`src/rtl/dq_pkg.sv`:
```
package dq_pkg;

  // Queue capacity and derived widths
  localparam int DEPTH  = 16;
  localparam int PTR_W  = (DEPTH > 1) ? $clog2(DEPTH) : 1;
  localparam int CNT_W  = $clog2(DEPTH + 1);
  localparam int DATA_W = 32;

  typedef enum logic [1:0] {
    OP_PUSH_FRONT = 2'd0,
    OP_PUSH_BACK  = 2'd1,
    OP_POP_FRONT  = 2'd2,
    OP_POP_BACK   = 2'd3
  } op_t;

  // One access to the entry store
  typedef struct packed {
    logic              wr_en;
    logic              rd_en;
    logic [PTR_W-1:0]  addr;
    logic [DATA_W-1:0] wr_data;
  } mem_req_t;

  // Status of the beat that sits in the output register
  typedef struct packed {
    logic pop_ok;
    logic rejected;
    logic empty_after;
    logic full_after;
  } res_flags_t;

endpackage

```
`src/rtl/dq_if.sv`:
```
interface dq_in_if;
  import dq_pkg::*;
  logic                     valid;
  logic                     ready;
  logic [1:0]               operation;
  logic signed [DATA_W-1:0] push_value;

  modport source (output valid, operation, push_value, input ready);
  modport sink   (input valid, operation, push_value, output ready);
endinterface

interface dq_out_if;
  import dq_pkg::*;
  logic                     valid;
  logic                     ready;
  logic signed [DATA_W-1:0] popped_value;
  logic                     rejected;
  logic                     empty_after;
  logic                     full_after;

  modport source (output valid, popped_value, rejected, empty_after, full_after,
                  input ready);
  modport sink   (input valid, popped_value, rejected, empty_after, full_after,
                  output ready);
endinterface

```
`src/rtl/dq_ram.sv`:
```
module dq_ram #(
  parameter int WIDTH   = 32,
  parameter int ENTRIES = 16,
  parameter int ADDR_W  = (ENTRIES > 1) ? $clog2(ENTRIES) : 1
) (
  input  logic              clk,
  input  logic              wr_en,
  input  logic              rd_en,
  input  logic [ADDR_W-1:0] addr,
  input  logic [WIDTH-1:0]  wr_data,
  output logic [WIDTH-1:0]  rd_data
);

  logic [WIDTH-1:0] mem [ENTRIES];
  logic [WIDTH-1:0] rd_data_r;

  // Single port, registered read; data holds until the next read
  always_ff @(posedge clk) begin
    if (wr_en) begin
      mem[addr] <= wr_data;
    end
    if (rd_en) begin
      rd_data_r <= mem[addr];
    end
  end

  assign rd_data = rd_data_r;

endmodule

```
`src/rtl/dq_ctrl.sv`:
```
module dq_ctrl
  import dq_pkg::*;
(
  input  logic              clk,
  input  logic              rst_n,
  input  logic              accept,
  input  logic [1:0]        operation,
  input  logic [DATA_W-1:0] push_value,
  output mem_req_t          mem_req,
  output res_flags_t        flags
);

  localparam logic [CNT_W-1:0] DEPTH_C = CNT_W'(DEPTH);
  localparam logic [CNT_W:0]   DEPTH_X = (CNT_W + 1)'(DEPTH);
  localparam logic [PTR_W-1:0] LAST_C  = PTR_W'(DEPTH - 1);

  logic [PTR_W-1:0] front_r, front_nxt;
  logic [CNT_W-1:0] count_r, count_nxt;
  res_flags_t       flags_r, flags_nxt;

  logic             is_full, is_empty;
  logic [PTR_W-1:0] front_dec, front_inc, back_slot, tail_slot;
  logic [CNT_W:0]   back_sum, tail_sum;

  assign is_full  = (count_r == DEPTH_C);
  assign is_empty = (count_r == '0);

  // Ring positions, wrapped with one compare and subtract
  assign front_dec = (front_r == '0) ? LAST_C : front_r - PTR_W'(1);
  assign front_inc = (front_r == LAST_C) ? '0 : front_r + PTR_W'(1);
  assign back_sum  = (CNT_W + 1)'(front_r) + (CNT_W + 1)'(count_r);
  assign tail_sum  = back_sum - (CNT_W + 1)'(1);
  assign back_slot = (back_sum >= DEPTH_X) ? PTR_W'(back_sum - DEPTH_X) : PTR_W'(back_sum);
  assign tail_slot = (tail_sum >= DEPTH_X) ? PTR_W'(tail_sum - DEPTH_X) : PTR_W'(tail_sum);

  // Decode one operation into a store access and the new pointers
  always_comb begin
    front_nxt       = front_r;
    count_nxt       = count_r;
    flags_nxt       = flags_r;
    mem_req.wr_en   = 1'b0;
    mem_req.rd_en   = 1'b0;
    mem_req.addr    = front_r;
    mem_req.wr_data = push_value;
    if (accept) begin
      flags_nxt.pop_ok   = 1'b0;
      flags_nxt.rejected = 1'b0;
      unique case (op_t'(operation))
        OP_PUSH_FRONT: begin
          if (is_full) begin
            flags_nxt.rejected = 1'b1;
          end else begin
            front_nxt     = front_dec;
            count_nxt     = count_r + CNT_W'(1);
            mem_req.wr_en = 1'b1;
            mem_req.addr  = front_dec;
          end
        end
        OP_PUSH_BACK: begin
          if (is_full) begin
            flags_nxt.rejected = 1'b1;
          end else begin
            count_nxt     = count_r + CNT_W'(1);
            mem_req.wr_en = 1'b1;
            mem_req.addr  = back_slot;
          end
        end
        OP_POP_FRONT: begin
          if (is_empty) begin
            flags_nxt.rejected = 1'b1;
          end else begin
            front_nxt        = front_inc;
            count_nxt        = count_r - CNT_W'(1);
            mem_req.rd_en    = 1'b1;
            mem_req.addr     = front_r;
            flags_nxt.pop_ok = 1'b1;
          end
        end
        OP_POP_BACK: begin
          if (is_empty) begin
            flags_nxt.rejected = 1'b1;
          end else begin
            count_nxt        = count_r - CNT_W'(1);
            mem_req.rd_en    = 1'b1;
            mem_req.addr     = tail_slot;
            flags_nxt.pop_ok = 1'b1;
          end
        end
        default: begin
          flags_nxt.rejected = 1'b1;
        end
      endcase
      flags_nxt.empty_after = (count_nxt == '0);
      flags_nxt.full_after  = (count_nxt == DEPTH_C);
    end
  end

  always_ff @(posedge clk) begin
    if (!rst_n) begin
      front_r <= '0;
      count_r <= '0;
      flags_r <= '0;
    end else begin
      front_r <= front_nxt;
      count_r <= count_nxt;
      flags_r <= flags_nxt;
    end
  end

  assign flags = flags_r;

  // Occupancy and pointer stay in range
  a_count_range: assert property (@(posedge clk) disable iff (!rst_n)
    count_r <= DEPTH_C) else $error("entry count above capacity");

  a_front_range: assert property (@(posedge clk) disable iff (!rst_n)
    front_r <= LAST_C) else $error("front pointer out of range");

  // A taken push grows the queue by one
  a_push_grows: assert property (@(posedge clk) disable iff (!rst_n)
    accept && !operation[1] && !is_full |=> count_r == $past(count_r) + CNT_W'(1))
    else $error("push did not grow the queue");

  // A store access only happens on an accepted beat, never both kinds at once
  a_one_access: assert property (@(posedge clk) disable iff (!rst_n)
    (mem_req.wr_en || mem_req.rd_en) |-> accept && !(mem_req.wr_en && mem_req.rd_en))
    else $error("stray store access");

endmodule

```
`src/rtl/double_ended_queue.sv`:
```
// Channel | Dir | Payload                                          | Beat on
// in_ch   | in  | operation[1:0], push_value[31:0] signed          | valid && ready
// out_ch  | out | popped_value[31:0] signed, rejected, empty_after, | valid && ready
//         |     | full_after                                       |
// One operation per cycle unless out_ch stalls; the result appears in the cycle after
// its input beat, when the entry store's registered read data is ready.
// The store is a single-port memory; the one access per operation sets the rate.
// rst_n (synchronous) empties the queue; store contents are not cleared.
// in_ch.ready drops only while a result waits and out_ch.ready is low.
module double_ended_queue
  import dq_pkg::*;
(
  input  logic      clk,
  input  logic      rst_n,
  dq_in_if.sink     in_ch,
  dq_out_if.source  out_ch
);

  logic              accept;
  logic              out_valid_r;
  mem_req_t          mem_req;
  res_flags_t        flags;
  logic [DATA_W-1:0] rd_data;

  // Next beat may enter as soon as the output register is free or being taken
  assign in_ch.ready = !out_valid_r || out_ch.ready;
  assign accept      = in_ch.valid && in_ch.ready;

  dq_ctrl u_ctrl (
    .clk        (clk),
    .rst_n      (rst_n),
    .accept     (accept),
    .operation  (in_ch.operation),
    .push_value (in_ch.push_value),
    .mem_req    (mem_req),
    .flags      (flags)
  );

  dq_ram #(
    .WIDTH   (DATA_W),
    .ENTRIES (DEPTH),
    .ADDR_W  (PTR_W)
  ) u_ram (
    .clk     (clk),
    .wr_en   (mem_req.wr_en),
    .rd_en   (mem_req.rd_en),
    .addr    (mem_req.addr),
    .wr_data (mem_req.wr_data),
    .rd_data (rd_data)
  );

  // Output valid
  always_ff @(posedge clk) begin
    if (!rst_n) begin
      out_valid_r <= 1'b0;
    end else if (accept) begin
      out_valid_r <= 1'b1;
    end else if (out_ch.ready) begin
      out_valid_r <= 1'b0;
    end
  end

  assign out_ch.valid        = out_valid_r;
  assign out_ch.popped_value = flags.pop_ok ? rd_data : '0;
  assign out_ch.rejected     = flags.rejected;
  assign out_ch.empty_after  = flags.empty_after;
  assign out_ch.full_after   = flags.full_after;

  // Queue cannot be both empty and full
  a_not_both: assert property (@(posedge clk) disable iff (!rst_n)
    out_valid_r |-> !(flags.empty_after && flags.full_after))
    else $error("queue reported empty and full");

  // A refused beat never carries data
  a_reject_zero: assert property (@(posedge clk) disable iff (!rst_n)
    out_valid_r && flags.rejected |-> out_ch.popped_value == '0)
    else $error("rejected beat carries a value");

endmodule
```
`src/flat_wrapper.sv`:
```
// flat-port wrapper written by rule: the top's interface ports become plain ports
module double_ended_queue_flat import dq_pkg::*;
  (clk, rst_n, in_ch_valid, in_ch_operation, in_ch_push_value, in_ch_ready, out_ch_valid, out_ch_popped_value, out_ch_rejected, out_ch_empty_after, out_ch_full_after, out_ch_ready);
  dq_in_if in_ch_i ();
  dq_out_if out_ch_i ();
  input  logic clk;
  input  logic rst_n;
  input wire logic [$bits(in_ch_i.valid)-1:0] in_ch_valid;
  input wire logic [$bits(in_ch_i.operation)-1:0] in_ch_operation;
  input wire logic [$bits(in_ch_i.push_value)-1:0] in_ch_push_value;
  output wire logic [$bits(in_ch_i.ready)-1:0] in_ch_ready;
  output wire logic [$bits(out_ch_i.valid)-1:0] out_ch_valid;
  output wire logic [$bits(out_ch_i.popped_value)-1:0] out_ch_popped_value;
  output wire logic [$bits(out_ch_i.rejected)-1:0] out_ch_rejected;
  output wire logic [$bits(out_ch_i.empty_after)-1:0] out_ch_empty_after;
  output wire logic [$bits(out_ch_i.full_after)-1:0] out_ch_full_after;
  input wire logic [$bits(out_ch_i.ready)-1:0] out_ch_ready;
  assign in_ch_i.valid = in_ch_valid;
  assign in_ch_i.operation = in_ch_operation;
  assign in_ch_i.push_value = in_ch_push_value;
  assign in_ch_ready = in_ch_i.ready;
  assign out_ch_valid = out_ch_i.valid;
  assign out_ch_popped_value = out_ch_i.popped_value;
  assign out_ch_rejected = out_ch_i.rejected;
  assign out_ch_empty_after = out_ch_i.empty_after;
  assign out_ch_full_after = out_ch_i.full_after;
  assign out_ch_i.ready = out_ch_ready;
  double_ended_queue u_core (.clk(clk), .rst_n(rst_n), .in_ch(in_ch_i), .out_ch(out_ch_i));
endmodule
```
`config.mk`:
```
export PLATFORM = sky130hd
export DESIGN_NAME = double_ended_queue_flat
export DESIGN_NICKNAME = d
export VERILOG_FILES = /design/src/rtl/dq_pkg.sv /design/src/rtl/dq_if.sv /design/src/rtl/dq_ram.sv /design/src/rtl/dq_ctrl.sv /design/src/rtl/double_ended_queue.sv /design/src/flat_wrapper.sv
export SDC_FILE = /design/constraint.sdc
export NUM_CORES = 1
export LEC_CHECK = 0
export BUFFER_PORTS_ARGS = -buffer_cell sky130_fd_sc_hd__clkbuf_2
export CAP_MARGIN = 20
export CORE_MARGIN = 5
export CORE_UTILIZATION = 33
export CTS_CLUSTER_SIZE = 8
export DETAILED_ROUTE_END_ITERATION = 8
export PLACE_DENSITY = 0.47
export SETUP_SLACK_MARGIN = 0.05
export SYNTH_ARGS = -nofsm -noshare
export SYNTH_HDL_FRONTEND = slang
export SYNTH_SLANG_ARGS = --single-unit
```
`constraint.sdc`:
```
create_clock -name clk -period 14.01 [get_ports clk]
set_clock_uncertainty 0.15 [all_clocks]
set_input_delay 0.7005 -clock clk [delete_from_list [all_inputs] [get_ports clk]]
set_output_delay 0.7005 -clock clk [all_outputs]
set_load 0.05 [all_outputs]
```
# ---- Yosys cells after proc, flatten, opt, wreduce, memory -nomap -nowiden
# Memory sizes are Yosys's and may differ from the RTL's. A register that Yosys moved wholly into a read port is not among the register bits.
# Index checks and enable logic that the tools add are counted.
dict set report classes {
  n_reduce_logical 12
  mux 29
  add_sub_neg 8
  eq_ne 7
  order_cmp 2
}
# op count
set op_table {}
lappend op_table {{$mux W32} 1}
lappend op_table {{$mux W4} 7}
lappend op_table {{$mux W5} 5}
lappend op_table {{$pmux W4 S4} 1}
lappend op_table {{$ge A6 B5 Y1 const B} 2}
lappend op_table {{$sub A4 B1 Y4 const B} 3}
lappend op_table {{$eq A5 B5 Y1 const B} 2}
lappend op_table {{$logic_not A5 Y1} 2}
lappend op_table {{$mux W1} 10}
lappend op_table {{$pmux W5 S2} 1}
lappend op_table {{$pmux W4 S2} 1}
lappend op_table {{$add A4 B5 Y6} 1}
lappend op_table {{$mux W6} 1}
lappend op_table {{$sub A6 B1 Y6 const B} 1}
lappend op_table {{$add A5 B1 Y5 const B} 1}
lappend op_table {{$sub A5 B1 Y5 const B} 1}
lappend op_table {{$add A4 B1 Y4 const B} 1}
lappend op_table {{$eq A2 B2 Y1 const B} 2}
lappend op_table {{$eq A4 B4 Y1 const B} 1}
lappend op_table {{$logic_not A4 Y1} 1}
lappend op_table {{$pmux W1 S2} 2}
lappend op_table {{$reduce_bool A2 Y1} 2}
lappend op_table {{$reduce_or A2 Y1} 2}
lappend op_table {{$reduce_and A3 Y1} 1}
lappend op_table {{6 further kinds} 6}
dict set report totals {
  register_bits 14
  wordCells 66
  memories 1
  input_bits 38
  output_inout_bits 37
  mem_bits_rw 512
}
# memory words width rd rd_ports_with_merged_regs write_ports line_no
set mem_list {}
lappend mem_list {u_core.u_ram.mem 16 32 1 1 1 dq_ram.sv:14} ;# logic [WIDTH-1:0] mem [ENTRIES];

# ---- Longest topological paths before layout
# Gate-level depths: netlist (run 1).
dict set report depth {
  depth_word 9
  mapped_depth 14
  depth_no_buf 11
}

# ---- Cells and area by module
# A second synthesis (run 1) with hierarchy kept.
dict set report hier_totals {
  hier_cells 1110
  area_unflattened_um2 22183.8
}
# module area_each_um2 seq_area_each_um2 instances cells_each
set by_module_without_submodules {}
lappend by_module_without_submodules {dq_ram 20183.1 16335.7 1 840}
lappend by_module_without_submodules {dq_ctrl 1694.1 260.2 1 230}
lappend by_module_without_submodules {double_ended_queue 306.5 20.0 1 40}

# ---- Worst setup path after synthesis (run 1)
# No wires, ideal clock.
dict set report synth_path {
  path_type {in2reg}
  from {input port out_ch_ready}
  to {memory u_core.u_ram.mem[10][0], enable pin}
  n_path_buf 2
  t_required_ns 13.399
  setup_ns 0.461
  arrival_time_ns 5.155
  cell_stages 9
  setup_slack_ns 8.244
  path_cell_list {and2b_1 -> clkinv_1 -> and3_1 -> o32a_1 -> nand2_1 -> buf_2 -> buf_1 -> nand3_1 -> nor3_1}
}
dict set report synth_via {
  elab_chain_cells 5
}
# element line_no
set synth_lines {}
lappend synth_lines {{start, declared} flat_wrapper.sv:17} ;# input wire logic [$bits(out_ch_i.ready)-1:0] out_ch_ready;
lappend synth_lines {{$logic_or A1 B1 Y1 (*)} double_ended_queue.sv:26} ;# assign in_ch.ready = !out_valid_r || out_ch.ready;
lappend synth_lines {{named net in_ch_ready} flat_wrapper.sv:11} ;# output wire logic [$bits(in_ch_i.ready)-1:0] in_ch_ready;
lappend synth_lines {{$logic_and A1 B1 Y1 (*)} double_ended_queue.sv:27} ;# assign accept = in_ch.valid && in_ch.ready;
lappend synth_lines {{$mux W6 (*)} dq_ctrl.sv:45} ;# if (accept) begin
lappend synth_lines {{$mux W1} dq_ram.sv:19} ;# if (wr_en) begin
lappend synth_lines {{$mux W1 (not written as such)} dq_ram.sv:20} ;# mem[addr] <= wr_data;
lappend synth_lines {{end, declared} dq_ram.sv:14}
# Mark *: on every way through the listed nets, which the timed path passes. The rest lies on a longest branch.

# ---- Final worst setup path (run 1)
dict set report layout_path {
  from {register u_core.u_ctrl.front_r[1]}
  to {register u_core.u_ram.rd_data_r[9] (netlist: u_core.u_ram.rd_data[9]) (read register of u_core.u_ram.mem), data pin}
}
dict set report layout_via {
  elab_chain_cells 7
  word_cells_on_any_way 17
  classes_between {add/sub: 5; order compare: 2; mux: 9; reduce/logical: 1}
}
# element line_no
set layout_lines {}
lappend layout_lines {{start, declared} dq_ctrl.sv:17} ;# logic [PTR_W-1:0] front_r, front_nxt;
lappend layout_lines {{start signal, assigned} dq_ctrl.sv:104} ;# front_r <= front_nxt;
lappend layout_lines {{$add A4 B5 Y6} dq_ctrl.sv:31} ;# assign back_sum = (CNT_W + 1)'(front_r) + (CNT_W + 1)'(count_r);
lappend layout_lines {{$sub A6 B1 Y6} dq_ctrl.sv:32} ;# assign tail_sum = back_sum - (CNT_W + 1)'(1);
lappend layout_lines {{$ge A6 B5 Y1 / $sub A4 B1 Y4 (equally long branches)} dq_ctrl.sv:34} ;# assign tail_slot = (tail_sum >= DEPTH_X) ? PTR_W'(tail_sum - DEPTH_X) : PTR_W'(tail_sum);
lappend layout_lines {{$mux W4} dq_ctrl.sv:34}
lappend layout_lines {{$mux W5} dq_ctrl.sv:80} ;# if (is_empty) begin
lappend layout_lines {{$pmux W4 S4} dq_ctrl.sv:48} ;# unique case (op_t'(operation))
lappend layout_lines {{$mux W6 (*)} dq_ctrl.sv:45}
lappend layout_lines {{end, declared} dq_ram.sv:15} ;# logic [WIDTH-1:0] rd_data_r;
# Every way passes the cells marked *; elsewhere a longest branch is shown, timed or not.
# A chain may end at the register's enable or synchronous reset.

==> qor.yml, run 1 <==
final_layout:
  seq_area_um2: 16600
  drive_gt1_frac: 0.168
  fillers: 6829
  nets: 1772
  antennaDiodeCount: 0
  syn_to_final_growth_pct: 14.3
  fin_area_um2: 27900
  multi_input_area_um2: 7040
  layout.cells.non_filler: 2702
cts:
  ctsLongestPathBuffers: 3
  cts.reportedPaths.clkPinSlew_ns: 0.05
  cts_tree: "done"
  cts-buffers-inserted: 80
  cts_resized: 0
  postCtsHoldBufs: 0
  clock_latency_ns: 0.60
  htree_num_levels: 3
  cts_sinks: 558
  postCtsSetupBuffers: 0
  root_buffer: "clkbuf_16"
yosys:
  synthTopCellsByArea: "edfxtp_1 67%, a32o_1 5.3%, o21ai_0 5.1%"
  synthCells: 1707
  synthArstFlopShare: 0
  synth_fp_nets: 1755
  avgSynthCellArea_um2: 14.3
  synth_top_flop_cell: "edfxtp_1"
  synth_cell_type_count: 61
  yosysSeqAreaShare: 0.681
  synth_area_leader_cell: "edfxtp_1"
  synth_edf_count: 544
  syn_area_um2: 24400
  synth_seq_cells: 558
  synth_top_area_frac: 0.670
  synth_warnings: 0
place:
  dp_hpwl_um: 35100
  portBuffers: 74
  place_area_um2: 25700
  gp_congestion: 0.792
  dp_slack_ns: 8.47
  dp_cells: 2598
drt:
  drt_iter0_drc: 1330
  wl_per_cell_um: 26.9
  detail_route.first_pass.iterations: 5
  viasPerCell: 5.89
  wl_um: 72600
  via_count: 15900
  postRouteAntennaNets: 0
  drc: 0
global_routing:
  grt_usage: 0.179
  grt_pass1_vias: 15800
  grt_pass1_wl_um: 108000
  grt_start_max_net_pins: 258
  grt-ovfl-total: 0
  grt_antenna_before_repair: 3
sta:
  period_needed_ns: 5.28
  setup_tns_ns: 0
  rsz0062_at_grt: "no"
  finalMaxSlewViolations: 0
  setup_viol: 0
  hold_viol_final: 0
  tightest_slew_ns: 1.41
  relSlewSlack: 0.0606
  fin_crit_sh: 0.377
  setup_slack_ns: 8.73
  max_freq_mhz: 190
critical_path:
  cp_max_fo: 74
  cp.arrival_ns: 5.58
  cp-start-kind: "flop"
  crit_type: "reg2reg"
  critPathRequiredTime_ns: 14.32
  worstSetupEndpointType: "flop"
power_and_ir_drop:
  total_power_mw: 4.36
  p_leak_nw: 8.52
  ir_drop_uv: 77.1
  p_per_area_nw_per_um2: 157
floorplan:
  die_x_um: 282
  row_count: 99
  die_h_um: 282
  initial_utilization: 0.334
  ios: 75
  fp.coreArea_um2: 73100
  die_area_um2: 79500
job:
  maxCapViolCount: 0
worst_hold_path:
  hp-class: "reg2reg"
status:
  status: "completed"
-- placed cells by master (no fill, tap or decap), types with 4 or more instances in the layout --
master | synthesis | final
dfxtp_1 | 14 | 13
xnor2_1 | 4 | 4
o21ai_0 | 249 | 249
a21oi_1 | 15 | 15
nand2_1 | 26 | 25
a32o_1 | 129 | 128
nand4_1 | 4 | 4
edfxtp_1 | 544 | 544
nor3_2 | 0 | 16
mux2_2 | 32 | 32
buf_4 | 7 | 43
o21ai_1 | 19 | 18
clkbuf_2 | 0 | 74
ha_1 | 9 | 9
inv_1 | 8 | 8
nor2_1 | 14 | 13
mux2i_1 | 67 | 67
a311oi_2 | 20 | 20
nand3_1 | 135 | 135
and2_1 | 37 | 37
clkbuf_1 | 131 | 11
nor3_1 | 27 | 11
clkinv_1 | 2 | 6
nand2b_1 | 4 | 4
nor2b_1 | 4 | 4
a311oi_1 | 109 | 109
clkbuf_16 | 0 | 80
-- cells by family (layout without fill, tap and decap cells) --
logic type,after synthesis,after routing,share of synthesized area
AOI/OAI and AO/OA,574,574,0.174
DFF,558,558,0.681
and+or+nand+nor,260,260,0.0559
buffers and inverters,198,234,0.0373
muxes,99,99,0.0423
adders and majority gates,10,10,0.00544
xor gates and xnor gates,8,8,0.00405
-- stage by stage --
stage	util	hold WS (ns)
after floorplan	-	0.379
after global placement	0.351	0.308
after detailed placement	0.351	0.318
after CTS	0.380	0.298
after global routing	0.381	0.324
final	0.381	0.317
-- critical path, stage by stage (launching register included) --
cell and delay [ns]:
dfxtp_1 0.78, fa_1 0.56, inv_1 0.08, ha_1 0.22, o311ai_0 0.73, a221o_4 0.26
buf_4 0.27, buf_16 0.33, buf_4 0.75, a311oi_1 0.20, a32o_1 0.26, mux2i_1 0.23
mux2_2 0.20
-- Yosys cell counts, types with 3 or more instances --
master,n
a21boi_0,3
a21oi_1,15
a311oi_1,109
a311oi_2,20
a32o_1,129
and2_1,37
and3_1,3
buf_1,4
buf_2,32
buf_4,7
buf_6,13
clkbuf_1,131
dfxtp_1,14
edfxtp_1,544
ha_1,9
inv_1,8
mux2_2,32
mux2i_1,67
nand2_1,26
nand2b_1,4
nand3_1,135
nand4_1,4
nor2_1,14
nor2b_1,4
nor3_1,27
o211ai_1,3
o21a_1,4
o21ai_0,249
o21ai_1,19
xnor2_1,4
-- report_power, final --
part	leakage, nW	switching [mW]	total (mW)	internal [mW]
Clock	1.05	0.679	1.70	1.02
Combinational	2.46	0.490	0.759	0.269
Sequential	5.02	0.0202	1.91	1.89
-- state kept, by name, indices dropped and copies added (netlist names) --
signal,cells
u_core.u_ram.rd_data,32
u_core.u_ram.mem,512
u_core.u_ctrl.front_r,4
u_core.out_ch.valid,1
u_core.u_ctrl.flags,4
u_core.u_ctrl.count_r,5
-- metal layers --
metal	up-vias	routed length (µm)	track usage
met3	111	3840	0.0310
met1	8287	32500	0.249
met4	4	1590	0.0480
met2	511	34600	0.293
met5	-	34	0
li1	7002	-	-
-- area by class of cell --
type,count,share of cell area
Sequential cell,558,0.596
Multi-Input combinational cell,951,0.253
Clock buffer,91,0.0733
Tap cell,959,0.0430
Timing Repair Buffer,123,0.0300
Clock inverter,10,0.00350
Inverter,10,0.00135
-- final timing paths --
kind	from	endpoint	slack (ns)	cells past startpoint
worst min-delay path	u_core.u_ctrl.flags[1]$_SDFFE_PN0P_	u_core.u_ctrl.flags[1]$_SDFFE_PN0P_	0.32	2
worst min register to register	u_core.u_ctrl.flags[1]$_SDFFE_PN0P_	u_core.u_ctrl.flags[1]$_SDFFE_PN0P_	0.32	2
worst max register to register	u_core.u_ctrl.front_r[1]$_SDFFE_PN0P_	u_core.u_ram.rd_data[9]$_DFFE_PP_	8.73	12
worst max-delay path	u_core.u_ctrl.front_r[1]$_SDFFE_PN0P_	u_core.u_ram.rd_data[9]$_DFFE_PP_	8.73	12
No activity file was read; power rests on OpenSTA's default activity.
==> inputs of run 2 (changes only) <==
==> constraint.sdc (replaced) <==
create_clock -name clk -period 4.9 [get_ports clk]
set_clock_uncertainty 0.15 [all_clocks]
set_input_delay 0.245 -clock clk [delete_from_list [all_inputs] [get_ports clk]]
set_output_delay 0.245 -clock clk [all_outputs]
set_load 0.05 [all_outputs]
==> run 2 against run 1 <==
  * Critical path depth did not move
  * Sequential share of layout area fell by 1.3 points
  * Clock-buffer cell count fell by 5
  * Sequential power rose to 2.9 times the previous value
  * Setup slack got worse by 8.3 ns
  * Register-to-register slack got worse by 8.3 ns
  * Highest routed layer is now met4
  * Final cell count rose by 1.3%
==> qor.yml, run 2 (same netlist as run 1, synthesis figures left out) <==
status:
  status: "completed"
final_layout:
  layout.cells.non_filler: 2736  # +1.3%
  mostFrequentLayoutCell: "edfxtp_1"
  fin_area_um2: 28500  # +2.2%
  antennaDiodeCount: 0  # unchanged
  fillers: 6797  # -0.47%
  layout_common_cells: "544 x edfxtp_1, 248 x o21ai_0, 135 x nand3_1"
  drive_gt1_frac: 0.168  # +0.000734
  largest_reg_flops: 512  # unchanged
  nets: 1813  # +2.3%
  top_register: "u_core.u_ram.mem"
  syn_to_final_growth_pct: 16.8
  final_util: 0.390  # +0.00829
job:
  maxCapViolCount: 0  # unchanged
place:
  dp_hpwl_um: 34500  # -1.7%
  dp_slack_ns: 0.461  # -8.01 ns
  dp_cells: 2608  # +0.38%
  portBuffers: 74  # unchanged
  gp_congestion: 0.736  # -7.1%
  place_area_um2: 26000  # +1.3%
sta:
  fin_crit_sh: 0.911  # +0.535
  setup_tns_ns: 0  # unchanged
  setup_viol: 0  # unchanged
  whs_ns: 0.104  # -0.214 ns
  max_freq_mhz: 224  # +18%
  relSlewSlack: 0.229  # +0.169
  finalMaxSlewViolations: 0  # unchanged
  rsz0062_at_grt: "no"
  hold_viol_final: 0  # unchanged
  tightest_slew_ns: 1.16  # -0.253 ns
  setup_slack_ns: 0.434  # -8.30 ns
  period_needed_ns: 4.47  # -0.811 ns
floorplan:
  row_count: 99  # unchanged
  die_x_um: 282  # unchanged
  die_h_um: 282  # unchanged
  die_area_um2: 79500  # unchanged
  initial_utilization: 0.334  # unchanged
  fp.coreArea_um2: 73100  # unchanged
  ios: 75  # unchanged
global_routing:
  grt_pass1_vias: 15800  # -0.39%
  grt_start_max_net_pins: 257  # -0.39%
  grt-ovfl-total: 0  # unchanged
  grt_usage: 0.174  # -0.00535
  grt_pass1_wl_um: 105000  # -2.6%
  grt_antenna_before_repair: 0  # -3
cts:
  clock_latency_ns: 0.62  # +0.02 ns
  cts.reportedPaths.clkPinSlew_ns: 0.06  # about the same
  postCtsSetupBuffers: 0  # unchanged
  ctsLongestPathBuffers: 3  # unchanged
  htree_num_levels: 3  # unchanged
  cts_tree: "done"
  cts_sinks: 558  # unchanged
  root_buffer: "clkbuf_16"
  cts-buffers-inserted: 79  # -1.3%
critical_path:
  cp-start-kind: "flop"
  critPathRequiredTime_ns: 5.23  # -9.09 ns
  crit_type: "reg2reg"
  cp_max_fo: 45  # -39%
  cp.arrival_ns: 4.79  # -0.79 ns
  worstSetupEndpointType: "flop"
drt:
  detail_route.first_pass.iterations: 8  # +3
  drt_iter0_drc: 1340  # +0.75%
  drc: 0  # unchanged
  postRouteAntennaNets: 0  # unchanged
  via_count: 15900  # -0.27%
  wl_per_cell_um: 25.7  # -4.3%
  wl_um: 70300  # -3.1%
  viasPerCell: 5.80  # -1.5%
worst_hold_path:
  hp-class: "in2reg"
power_and_ir_drop:
  p_leak_nw: 8.78  # +3.1%
  total_power_mw: 12.6  # +190%
  p_per_area_nw_per_um2: 441  # +180%
  ir_drop_uv: 240  # +210%
==> run 2: worst max-delay path: stages, from the launching register on <==
cell and delay (ns):
dfxtp_1 0.42, ha_1 0.29, fa_1 0.55, inv_1 0.06, ha_1 0.29, o311ai_0 0.80
a221o_4 0.43, buf_12 0.30, buf_4 0.23, nand3_1 0.09, a32o_1 0.27, mux2i_1 0.22
mux2_2 0.20
==> run 2: final cells by class <==
cell class	instances	area (µm²)	area share
Clock buffer	86	2000	0.0703
Multi-Input combinational cell	951	7100	0.249
Inverter	10	37.5	0.00132
Clock inverter	7	131	0.00461
Sequential cell	558	16600	0.583
Timing Repair Buffer	165	1390	0.0489
Tap cell	959	1200	0.0421
==> run 2: repair_timing <==
item                                   CTS  global route
endpoints found under the hold margin  526             0
hold buffers                            35             0
resized for setup                        0             0
==> run 2: report_power, final <==
group          internal, mW  total [mW]  switching (mW)  leakage (nW)
clock                  2.88        4.87            1.98          1.04
sequential             5.39        5.45          0.0545          5.02
combinational         0.823        2.25            1.42          2.73
total                  9.10        12.6            3.46          8.78
==> run 2: final timing paths <==
check                                        end  slack, ns                             startpoint  cells after the start
min          u_core.u_ctrl.flags[2]$_SDFFE_PN0P_       0.10                     in_ch_operation[1]                      4
max reg2reg   u_core.u_ram.rd_data[11]$_DFFE_PP_       0.43  u_core.u_ctrl.front_r[0]$_SDFFE_PN0P_                     12
max           u_core.u_ram.rd_data[11]$_DFFE_PP_       0.43  u_core.u_ctrl.front_r[0]$_SDFFE_PN0P_                     12
min reg2reg  u_core.u_ctrl.flags[1]$_SDFFE_PN0P_       0.33    u_core.u_ctrl.flags[1]$_SDFFE_PN0P_                      2
==> run 2: routing by layer <==
metal,vias to the layer above,track usage,share of wire
li1,7076,-,-
met1,8240,0.253,0.47
met2,454,0.275,0.46
met3,102,0.0291,0.045
met4,0,0.0398,0.019
met5,-,0,0
